### src/rtl/msbp_pkg.sv
package msbp_pkg;

  // Input word kinds, carried on the slave tuser
  typedef enum logic [1:0] {
    ModeBit    = 2'd0,
    ModeSymbol = 2'd1,
    ModeNumber = 2'd2,
    ModeFlush  = 2'd3
  } mode_e;

  localparam int unsigned ByteW      = 8;
  localparam int unsigned ValueW     = 32;
  localparam int unsigned MaxBytes   = ValueW / ByteW;
  localparam int unsigned PendW      = 3;
  localparam int unsigned BitCntW    = 6;
  localparam int unsigned ByteIdxW   = 2;

  // One queued job: up to four finished bytes, emitted from index 0 up
  typedef struct packed {
    logic [MaxBytes-1:0][ByteW-1:0] bytes;
    logic [ByteIdxW-1:0]            last_idx;
  } job_t;

endpackage

### src/rtl/msb_first_bit_packer.sv
// MSB-first bit packer.
// Slave channel: one word per item. s_axis_tuser_i selects the kind:
// one bit (tdata bit 0), an 8-bit symbol (tdata[7:0]), a 32-bit number
// (tdata[31:0]) or a flush. Bits fill each byte from bit 7 downward.
// Master channel: one packed byte per word; tlast marks the final byte
// that one input item produced. A flush sends the pending partial byte
// with zero low bits, or nothing when no bits are pending.
// A byte enters the job queue at the edge that accepts the item completing
// it; the output register loads it when empty or when its byte is taken.
// Throughput: one input item per cycle while the queue is not full and one
// output byte per cycle while the receiver is ready; a 32-bit number turns
// into up to four bytes that the output register sends one per cycle, so
// its job holds the back end until its last byte is loaded.
// When the receiver stalls, the output register holds its byte and the
// job queue (QUEUE_DEPTH jobs) absorbs items until full, then tready drops.
// Reset clears the partial byte, its bit count, the queue and the output.
module msb_first_bit_packer
  import msbp_pkg::*;
#(
  parameter int unsigned QUEUE_DEPTH = 4
) (
  input  logic               clk_i,
  input  logic               rst_ni,
  input  logic               s_axis_tvalid_i,
  output logic               s_axis_tready_o,
  input  logic [ValueW-1:0]  s_axis_tdata_i,   // [31:0] value
  input  logic [1:0]         s_axis_tuser_i,   // [1:0] mode
  output logic               m_axis_tvalid_o,
  input  logic               m_axis_tready_i,
  output logic [ByteW-1:0]   m_axis_tdata_o,   // [7:0] out_byte
  output logic               m_axis_tlast_o    // last
);

  logic accept;
  logic push;
  logic full;
  logic job_valid;
  logic pop;
  job_t job_in;
  job_t job_out;

  assign s_axis_tready_o = !full;
  assign accept          = s_axis_tvalid_i && s_axis_tready_o;

  // Front: pack incoming bits into finished bytes
  msbp_front u_front (
    .clk_i    (clk_i),
    .rst_ni   (rst_ni),
    .accept_i (accept),
    .mode_i   (s_axis_tuser_i),
    .value_i  (s_axis_tdata_i),
    .push_o   (push),
    .job_o    (job_in)
  );

  // Queue of byte jobs between front and back
  msbp_queue #(
    .Depth (QUEUE_DEPTH)
  ) u_queue (
    .clk_i   (clk_i),
    .rst_ni  (rst_ni),
    .push_i  (push),
    .job_i   (job_in),
    .full_o  (full),
    .valid_o (job_valid),
    .job_o   (job_out),
    .pop_i   (pop)
  );

  // Back: send each job's bytes one word at a time
  msbp_back u_back (
    .clk_i           (clk_i),
    .rst_ni          (rst_ni),
    .job_valid_i     (job_valid),
    .job_i           (job_out),
    .pop_o           (pop),
    .m_axis_tvalid_o (m_axis_tvalid_o),
    .m_axis_tready_i (m_axis_tready_i),
    .m_axis_tdata_o  (m_axis_tdata_o),
    .m_axis_tlast_o  (m_axis_tlast_o)
  );

endmodule

### src/rtl/msbp_front.sv
module msbp_front
  import msbp_pkg::*;
(
  input  logic                clk_i,
  input  logic                rst_ni,
  input  logic                accept_i,
  input  logic [1:0]          mode_i,
  input  logic [ValueW-1:0]   value_i,
  output logic                push_o,
  output job_t                job_o
);

  logic [ByteW-1:0]                partial_q, partial_d;
  logic [PendW-1:0]                pend_q, pend_d;
  logic [ValueW-1:0]               bits_lj;
  logic [BitCntW-1:0]              nbits;
  logic [BitCntW-1:0]              total;
  logic [ValueW+ByteW-1:0]         acc;
  logic [2:0]                      nbytes;
  mode_e                           mode;

  assign mode = mode_e'(mode_i);

  // Left-justify the new bits and count them
  always_comb begin
    bits_lj = '0;
    nbits   = '0;
    unique case (mode)
      ModeBit: begin
        bits_lj = {value_i[0], {(ValueW-1){1'b0}}};
        nbits   = BitCntW'(1);
      end
      ModeSymbol: begin
        bits_lj = {value_i[ByteW-1:0], {(ValueW-ByteW){1'b0}}};
        nbits   = BitCntW'(ByteW);
      end
      ModeNumber: begin
        bits_lj = value_i;
        nbits   = BitCntW'(ValueW);
      end
      ModeFlush: begin
        bits_lj = '0;
        nbits   = '0;
      end
      default: begin
        bits_lj = '0;
        nbits   = '0;
      end
    endcase
  end

  // Append behind the pending bits; bits past the total stay zero
  assign acc    = {partial_q, {ValueW{1'b0}}} | ({bits_lj, {ByteW{1'b0}}} >> pend_q);
  assign total  = BitCntW'(pend_q) + nbits;
  assign nbytes = total[BitCntW-1:PendW];

  // Job and next state
  always_comb begin
    job_o.bytes[0] = acc[39:32];
    job_o.bytes[1] = acc[31:24];
    job_o.bytes[2] = acc[23:16];
    job_o.bytes[3] = acc[15:8];
    job_o.last_idx = ByteIdxW'(nbytes - 3'd1);
    push_o         = accept_i && (nbytes != 3'd0);
    pend_d         = total[PendW-1:0];
    unique case (nbytes)
      3'd0:    partial_d = acc[39:32];
      3'd1:    partial_d = acc[31:24];
      3'd2:    partial_d = acc[23:16];
      3'd3:    partial_d = acc[15:8];
      3'd4:    partial_d = acc[7:0];
      default: partial_d = '0;
    endcase
    if (mode == ModeFlush) begin
      job_o.bytes[0] = partial_q;
      job_o.last_idx = '0;
      push_o         = accept_i && (pend_q != '0);
      pend_d         = '0;
      partial_d      = '0;
    end
  end

  always_ff @(posedge clk_i or negedge rst_ni) begin
    if (!rst_ni) begin
      partial_q <= '0;
      pend_q    <= '0;
    end else if (accept_i) begin
      partial_q <= partial_d;
      pend_q    <= pend_d;
    end
  end

endmodule

### src/rtl/msbp_queue.sv
module msbp_queue
  import msbp_pkg::*;
#(
  parameter int unsigned Depth = 4
) (
  input  logic  clk_i,
  input  logic  rst_ni,
  input  logic  push_i,
  input  job_t  job_i,
  output logic  full_o,
  output logic  valid_o,
  output job_t  job_o,
  input  logic  pop_i
);

  localparam int unsigned PtrW = (Depth > 1) ? $clog2(Depth) : 1;
  localparam int unsigned CntW = $clog2(Depth + 1);

  job_t            store_q [Depth];
  logic [PtrW-1:0] wr_ptr_q, rd_ptr_q;
  logic [CntW-1:0] count_q;

  assign full_o  = (count_q == CntW'(Depth));
  assign valid_o = (count_q != '0);
  assign job_o   = store_q[rd_ptr_q];

  // Job storage
  always_ff @(posedge clk_i) begin
    if (push_i) begin
      store_q[wr_ptr_q] <= job_i;
    end
  end

  // Pointers and fill count
  always_ff @(posedge clk_i or negedge rst_ni) begin
    if (!rst_ni) begin
      wr_ptr_q <= '0;
      rd_ptr_q <= '0;
      count_q  <= '0;
    end else begin
      if (push_i) begin
        wr_ptr_q <= (wr_ptr_q == PtrW'(Depth - 1)) ? '0 : wr_ptr_q + 1'b1;
      end
      if (pop_i) begin
        rd_ptr_q <= (rd_ptr_q == PtrW'(Depth - 1)) ? '0 : rd_ptr_q + 1'b1;
      end
      if (push_i && !pop_i) begin
        count_q <= count_q + 1'b1;
      end else if (pop_i && !push_i) begin
        count_q <= count_q - 1'b1;
      end
    end
  end

  a_no_overflow: assert property (@(posedge clk_i) disable iff (!rst_ni)
    push_i |-> !full_o) else $error("job queue written while full");

  a_no_underflow: assert property (@(posedge clk_i) disable iff (!rst_ni)
    pop_i |-> valid_o) else $error("job queue popped while empty");

  a_count_range: assert property (@(posedge clk_i) disable iff (!rst_ni)
    count_q <= CntW'(Depth)) else $error("job queue count out of range");

endmodule

### src/rtl/msbp_back.sv
module msbp_back
  import msbp_pkg::*;
(
  input  logic              clk_i,
  input  logic              rst_ni,
  input  logic              job_valid_i,
  input  job_t              job_i,
  output logic              pop_o,
  output logic              m_axis_tvalid_o,
  input  logic              m_axis_tready_i,
  output logic [ByteW-1:0]  m_axis_tdata_o,
  output logic              m_axis_tlast_o
);

  logic [ByteIdxW-1:0] idx_q;
  logic                valid_q;
  logic [ByteW-1:0]    data_q;
  logic                last_q;
  logic                load;
  logic                at_last;

  // Output register refills when empty or being taken
  assign load    = job_valid_i && (!valid_q || m_axis_tready_i);
  assign at_last = (idx_q == job_i.last_idx);
  assign pop_o   = load && at_last;

  always_ff @(posedge clk_i or negedge rst_ni) begin
    if (!rst_ni) begin
      idx_q   <= '0;
      valid_q <= 1'b0;
    end else begin
      if (load) begin
        idx_q <= at_last ? '0 : idx_q + 1'b1;
      end
      if (load) begin
        valid_q <= 1'b1;
      end else if (m_axis_tready_i) begin
        valid_q <= 1'b0;
      end
    end
  end

  // Output word payload
  always_ff @(posedge clk_i) begin
    if (load) begin
      data_q <= job_i.bytes[idx_q];
      last_q <= at_last;
    end
  end

  assign m_axis_tvalid_o = valid_q;
  assign m_axis_tdata_o  = data_q;
  assign m_axis_tlast_o  = last_q;

  a_idx_in_job: assert property (@(posedge clk_i) disable iff (!rst_ni)
    job_valid_i |-> idx_q <= job_i.last_idx) else $error("byte index past job end");

  a_no_load_on_stall: assert property (@(posedge clk_i) disable iff (!rst_ni)
    (valid_q && !m_axis_tready_i) |-> !pop_o) else $error("job retired under stall");

endmodule

### config.mk
export PLATFORM = sky130hd
export DESIGN_NAME = msb_first_bit_packer
export DESIGN_NICKNAME = d
export VERILOG_FILES = /design/src/rtl/msbp_pkg.sv /design/src/rtl/msb_first_bit_packer.sv /design/src/rtl/msbp_front.sv /design/src/rtl/msbp_queue.sv /design/src/rtl/msbp_back.sv
export SDC_FILE = /design/constraint.sdc
export NUM_CORES = 1
export LEC_CHECK = 0
export BUFFER_PORTS_ARGS = -buffer_cell sky130_fd_sc_hd__buf_4
export CORE_MARGIN = 2
export CORE_UTILIZATION = 50
export CTS_CLUSTER_DIAMETER = 200
export DETAILED_ROUTE_END_ITERATION = 10
export PLACE_DENSITY = 0.68
export SETUP_SLACK_MARGIN = 0.15
export SLEW_MARGIN = 20
export SYNTH_ARGS = -nofsm -noshare
export SYNTH_HDL_FRONTEND = slang
export SYNTH_SLANG_ARGS = --single-unit
### constraint.sdc
create_clock -name clk_i -period 3.75 [get_ports clk_i]
set_clock_uncertainty 0.1 [all_clocks]
set_input_delay 0.375 -clock clk_i [delete_from_list [all_inputs] [get_ports clk_i]]
set_output_delay 0.375 -clock clk_i [all_outputs]
set_load 0.005 [all_outputs]
==> results of run 1 <==
## report_power, final
group	internal [mW]	switching (mW)	leakage (nW)	total, mW
clock	0.985	0.705	0.273	1.69
combinational	1.14	1.43	1.32	2.57
sequential	2.60	0.163	1.61	2.76
## timing repair
item	4_1_cts	5_1_grt
endpoints found under the hold margin	21	0
gates resized for setup	0	0
setup endpoints to repair	0	0
hold buffers	1	0
## worst register-to-register path, delay by kind of cell (launching register included)
kind | cells | cell delay, ns
XOR/XNOR | 2 | 0.31
flip-flops | 1 | 0.36
buffers and inverters | 1 | 0.07
AND/OR/NAND/NOR | 2 | 0.31
AO/OA/AOI/OAI | 2 | 0.58
adder cells (fa/ha/maj) | 4 | 1.18
## worst max-delay path by stage
stage	startpoint	endpoint	slack [ns]	depth (start not counted)
6_report	u_front.pend_q[0]	u_queue.count_q[2]	0.77	11
5_1_grt	u_front.pend_q[0]	u_queue.count_q[2]	0.56	11
2_1_floorplan	s_axis_tuser_i[1]	u_queue.store_q[3][0]	0.40	9
3_3_place_gp	s_axis_tuser_i[1]	u_queue.count_q[2]	0.60	13
4_1_cts	u_front.pend_q[0]	u_queue.count_q[2]	0.76	11
3_5_place_dp	s_axis_tuser_i[1]	u_queue.count_q[2]	0.45	13
## cell usage after synthesis, drive strengths merged (3+ instances only)
cell type / n
edfxtp: 145
mux4: 49
nand2: 48
o21ai: 33
buf: 25
nor2: 24
mux2i: 23
a21oi: 22
dfrtp: 21
nand3: 18
clkbuf: 14
mux2: 12
nor3: 11
inv: 10
a22oi: 9
ha: 8
nand2b: 8
o211ai: 6
a21o: 5
and2: 5
o22ai: 5
a22o: 4
nor2b: 4
xor2: 4
a211oi: 3
a221o: 3
nand3b: 3
o31ai: 3
or2: 3
## state kept, by name, indices dropped and copies added (netlist names)
| name | count |
|---|---|
| u_back.m_axis_tdata_o | 8 |
| u_queue.wr_ptr_q | 2 |
| u_queue.rd_ptr_q | 2 |
| u_back.m_axis_tlast_o | 1 |
| u_front.pend_q | 3 |
| u_back.m_axis_tvalid_o | 1 |
| u_queue.count_q | 3 |
| u_back.idx_q | 2 |
| u_front.partial_q | 8 |
| u_queue.store_q | 136 |
## metal layers
metal  vias up  global-route usage, %  share of wire, %
met5         -                      0                 0
met4         0                   7.31               1.9
met3        21                   4.17               4.7
met2       169                   34.6                50
met1      2485                   29.0                43
li1       2284                      -                 -
## stage by stage
step / utilization (%) / cell area [um^2] / hold WS [ns]
2_1_floorplan: - / 8150 / -0.0206
3_3_place_gp: 54.6 / 8680 / 0.175
3_5_place_dp: 54.6 / 8680 / 0.182
4_1_cts: 58.3 / 9270 / 0.0296
5_1_grt: 58.3 / 9270 / 0.0486
6_report: 58.3 / 9270 / 0.0415
## area by class of cell
cell class	count	area (um^2)	share of cell area, %
Tap cell	216	270	2.92
Multi-Input combinational cell	341	3040	32.8
Clock inverter	14	151	1.63
Inverter	10	37.5	0.405
Clock buffer	18	429	4.63
Timing Repair Buffer	61	460	4.97
Sequential cell	166	4880	52.7
## kinds of logic (layout without fill, tap and decap cells)
kind of cell / count (synthesis) / after routing / synth area share, %
XOR/XNOR: 5 / 5 / 0.537
multiplexers: 84 / 84 / 18.0
adder cells (fa/ha/maj): 9 / 9 / 1.47
flip-flops: 166 / 166 / 59.9
buffers and inverters: 49 / 103 / 2.86
AND/OR/NAND/NOR: 133 / 133 / 7.95
AO/OA/AOI/OAI: 110 / 110 / 9.29
==> impl_metrics.tcl, run 1 <==
set metrics [dict create \
    clockRootBuffer "clkbuf_16" \
    drt-total-wl_um 17400 \
    first_global_vias 5105 \
    place_inst 793 \
    final_common_cell "edfxtp_1" \
    holdPathStages 2 \
    crit_fanout 9 \
    mostFrequentLayoutCells "edfxtp_1 (145), buf_4 (60), mux4_2 (49)" \
    grt_pass1_wl_um 28100 \
    rsz0062_at_grt "false" \
    gr-total-overflow 0 \
    netlist_instances 556 \
    area_growth_pct 13.7 \
    drt-wirelength-per-cell_um 21.1 \
    worstSetupStartpointType "flop" \
    syn_area_per_cell_um2 14.7 \
    die_h_um 132 \
    slowest_delay_ns 0.49 \
    crit_slowest_cell "a311oi_2" \
    reg2regPathDepth 11 \
    crit_chain "ha_1, ha_1, nand3b_1, a21oi_1, a311oi_2, ha_1, inv_1, fa_1, xor2_1, nor2_1, xor2_1" \
    gp_congestion 0.884 \
    maxCapViolations 0 \
    post-place-ws_ns 0.450 \
    post-route-period-util_pct 79.5 \
    max_freq_ghz 0.335 \
    hold_viol 0 \
    n_antenna_cell 0 \
    cts_tree "yes" \
    ys_seq_elements 166 \
    drive_gt1_share_pct 27.2 \
    clk_pin_slew_ns 0.06 \
    htreeDepth 4 \
    post_cts_buffers 0 \
    yosysTopAreaCell "edfxtp_1" \
    reg2reg_slack_ns 0.77 \
    synth-async-reset-ratio_pct 12.7 \
    p_leak_nw 3.21 \
    min_from "m_axis_tready_i" \
    cts_made_buffers 17 \
    port_buffers 48 \
    firstDrtPassIters 8 \
    pin_count 49 \
    drt-initial-drc-count 489 \
    setup_ws_ns 0.768 \
    final_cells 826 \
    finalSetupViolations 0 \
    period_minus_slack_ns 2.98 \
    tns_ns 0 \
    yosys_warnings 0 \
    worstSetupPathType "reg2reg" \
    power_mw 7.03 \
    synth_cell_types 67 \
    power.density_mw_per_mm2 758 \
    die_area_mm2 0.0173 \
    synth_nets 603 \
    clockBufferDepth 2 \
    hp-class "in2reg" \
    synthesis.area_mm2 0.00815 \
    initial_core_util_pct 51.3 \
    yosysTopAreaCellShare_pct 53.4 \
    run_status "completed" \
    nFillCells 1263 \
    vias_per_cell 6.00 \
    worst-path-buf-inv 1 \
    antenna_found_initial 0 \
    grt.total_usage_pct 21.3 \
    synth_edf_count 145 \
    post-route-drc-count 0 \
    peakVddDrop_uv 505 \
    chipWidth_um 132 \
    cpLargestDelayFamily "adder cells" \
    ys.flop_type "edfxtp_1" \
    required_ns 3.99 \
    cts_sinks 166 \
    cpMostUsedCell "ha_1" \
    r2r_end "u_queue.count_q[2]" \
    grt_max_degree 49 \
    dp_hpwl_um 11700 \
    tightest_slew_ns 0.854 \
    report.final.slew_viol_count 0 \
    nets 644 \
    ant_nets 0 \
    insertion_delay_ns 0.42 \
    slew_headroom_pct 42.5 \
    synth_seq_area_share_pct 59.9 \
    rows 46 \
    synth.area.top_cells "edfxtp_1 (53%), mux4_2 (14%), dfrtp_1 (6.4%)" \
    core_area_mm2 0.0159 \
    dr_total_vias 4959 \
    cp_data_arrival_time_ns 3.23 \
    hold_path_end "u_back.m_axis_tvalid_o" \
    r2r-start "u_front.pend_q[0]" \
    end_kind "flop" \
]
Note: power is estimated with default switching activity, not from simulation.
==> inputs of run 2 (changes only) <==
--- a/config.mk
+++ b/config.mk
@@ -10,7 +10,7 @@
 export CORE_UTILIZATION = 50
 export CTS_CLUSTER_DIAMETER = 200
 export DETAILED_ROUTE_END_ITERATION = 10
-export PLACE_DENSITY = 0.68
+export PLACE_DENSITY = 0.7
 export SETUP_SLACK_MARGIN = 0.15
 export SLEW_MARGIN = 20
 export SYNTH_ARGS = -nofsm -noshare
==> constraint.sdc (replaced) <==
create_clock -name clk_i -period 2.6 [get_ports clk_i]
set_clock_uncertainty 0.1 [all_clocks]
set_input_delay 0.26 -clock clk_i [delete_from_list [all_inputs] [get_ports clk_i]]
set_output_delay 0.26 -clock clk_i [all_outputs]
set_load 0.005 [all_outputs]
==> run 2 against run 1 <==
  * Count of clock-buffer cells in the layout fell by 1
  * Maximum frequency rose by 19%
  * First-iteration DRC count fell by 4.1%
  * Wire length rose by 10%
  * Largest power group is now combinational logic
  * Largest cell class unchanged
  * Critical path type unchanged
==> impl_metrics.tcl, run 2 (synthesis results as in run 1) <==
set metrics [dict create \
    r2r_end "u_queue.count_q[1]" \
    port_buffers 48 \
    rows 46 \
    ant_nets 0 \
    slowest_delay_ns 0.54 \
    clk_pin_slew_ns 0.07 \
    period_minus_slack_ns 2.50 \
    post-place-ws_ns 0.0173 \
    power.density_mw_per_mm2 1100 \
    insertion_delay_ns 0.43 \
    place_inst 815 \
    clockRootBuffer "clkbuf_16" \
    finalSetupViolations 0 \
    gp_congestion 0.907 \
    fin_area_mm2 0.00978 \
    gr-total-overflow 0 \
    cts_sinks 166 \
    die_area_mm2 0.0173 \
    utilization_pct 61.6 \
    drt-total-wl_um 19200 \
    r2r-start "u_queue.rd_ptr_q[0]" \
    hp-class "in2async" \
    regMostFlops "u_queue.store_q" \
    seq_area_mm2 0.00488 \
    pin_count 49 \
    drt-initial-drc-count 469 \
    report.final.slew_viol_count 0 \
    post-route-period-util_pct 96.1 \
    reg2reg_slack_ns 0.10 \
    drive_gt1_share_pct 33.8 \
    grt.total_usage_pct 22.3 \
    cts_tree "yes" \
    dr_total_vias 5216 \
    cts_made_buffers 17 \
    grt_max_degree 49 \
    max_freq_ghz 0.400 \
    n_antenna_cell 0 \
    firstDrtPassIters 4 \
    multi_input_area_mm2 0.00311 \
    reg2regPathDepth 8 \
    end_kind "flop" \
    rsz0062_at_grt "true" \
    cpLargestDelayFamily "multiplexers" \
    crit_chain "mux4_2, xor2_1, nor2_2, nand2_2, ha_4, inv_2, fa_2, mux2_2" \
    largest_register_ff_count 136 \
    crit_slowest_cell "mux4_2" \
    final_common_cell "edfxtp_1" \
    nFillCells 1200 \
    nets 679 \
    worstSetupStartpointType "flop" \
    core_area_mm2 0.0159 \
    clockBufferDepth 2 \
    tightest_slew_ns 0.783 \
    worst-path-buf-inv 1 \
    chipWidth_um 132 \
    slew_headroom_pct 47.7 \
    setup_ws_ns 0.102 \
    p_leak_nw 3.44 \
    grt_pass1_wl_um 29300 \
    mostFrequentLayoutCells "edfxtp_1 (145), buf_4 (81), mux4_2 (49)" \
    post-route-drc-count 0 \
    crit_fanout 6 \
    placed_area_mm2 0.00898 \
    die_h_um 132 \
    vias_per_cell 6.06 \
    area_growth_pct 20.0 \
    initial_core_util_pct 51.3 \
    required_ns 2.82 \
    antenna_found_initial 0 \
    maxCapViolations 0 \
    run_status "completed" \
    cp_data_arrival_time_ns 2.72 \
    cp-startpoint "u_queue.rd_ptr_q[0]" \
    final_cells 861 \
    first_global_vias 5103 \
    peakVddDrop_uv 598 \
    htreeDepth 4 \
    hold_viol 0 \
    worstSetupPathType "reg2reg" \
    drt-wirelength-per-cell_um 22.3 \
    timing.hold.ws_ns 0.154 \
    dp_hpwl_um 12700 \
]
-- run 2: cell count changes in the layout (fill, tap and decap cells not counted), sizes merged --
cell	previous run	this run
clkinvlp	3	1
buf	60	91
inv	13	16
dlygate4sd3	1	2
clkbuf	18	20
-- run 2: per-layer routing --
| metal | vias to the layer above | wire length (um) | GRT usage (%) | part of all wire, % |
|---|---|---|---|---|
| li1 | 2352 | - | - | - |
| met1 | 2669 | 8370 | 32.0 | 44 |
| met2 | 175 | 9620 | 35.9 | 50 |
| met3 | 20 | 916 | 3.32 | 4.8 |
| met4 | 0 | 281 | 6.52 | 1.5 |
| met5 | - | 0 | 0 | 0 |
-- run 2: report_power, final --
group | switching [mW] | internal, mW | leakage (nW)
registers | 0.258 | 3.75 | 1.61
logic | 2.23 | 2.03 | 1.53
clock network | 1.08 | 1.44 | 0.292
total | 3.56 | 7.22 | 3.44
-- run 2: how the worst max path moves through the flow --
| stage | cells after the start | slack [ns] | endpoint |
|---|---|---|---|
| 5_1_grt | 11 | 0.02 | u_queue.count_q[2] |
| 2_1_floorplan | 14 | -0.11 | u_queue.count_q[2] |
| 3_5_place_dp | 9 | 0.02 | u_front.partial_q[5] |
| 4_1_cts | 8 | 0.09 | u_queue.count_q[1] |
| 3_3_place_gp | 7 | -0.03 | u_queue.store_q[0][16] |
| 6_report | 8 | 0.10 | u_queue.count_q[1] |
-- run 2: final cells by class --
class	count	share of cell area, %
clock buffers	17	4.35
clock inverters	15	1.74
inverters	10	0.384
multi-input cells	341	31.8
flip-flops and latches	166	49.9
well taps	216	2.76
repair buffers	96	9.05
-- run 2: timing repair --
| action | in CTS | in global routing |
|---|---|---|
| endpoints found under the hold margin | 22 | 0 |
| pin swaps | 5 | 4 |
| hold buffers | 2 | 0 |
| setup endpoints to repair | 8 | 44 |
| setup buffers | 4 | 5 |
| gates cloned | 0 | 3 |
| gates resized for setup | 2 | 7 |
-- run 2: through the flow --
stage	power (mW)	setup TNS, ns
final	10.8	0
after detailed placement	8.05	0
after floorplan	6.74	-0.193
after global placement	7.92	-0.163
after global routing	11.3	0
after CTS	10.6	0
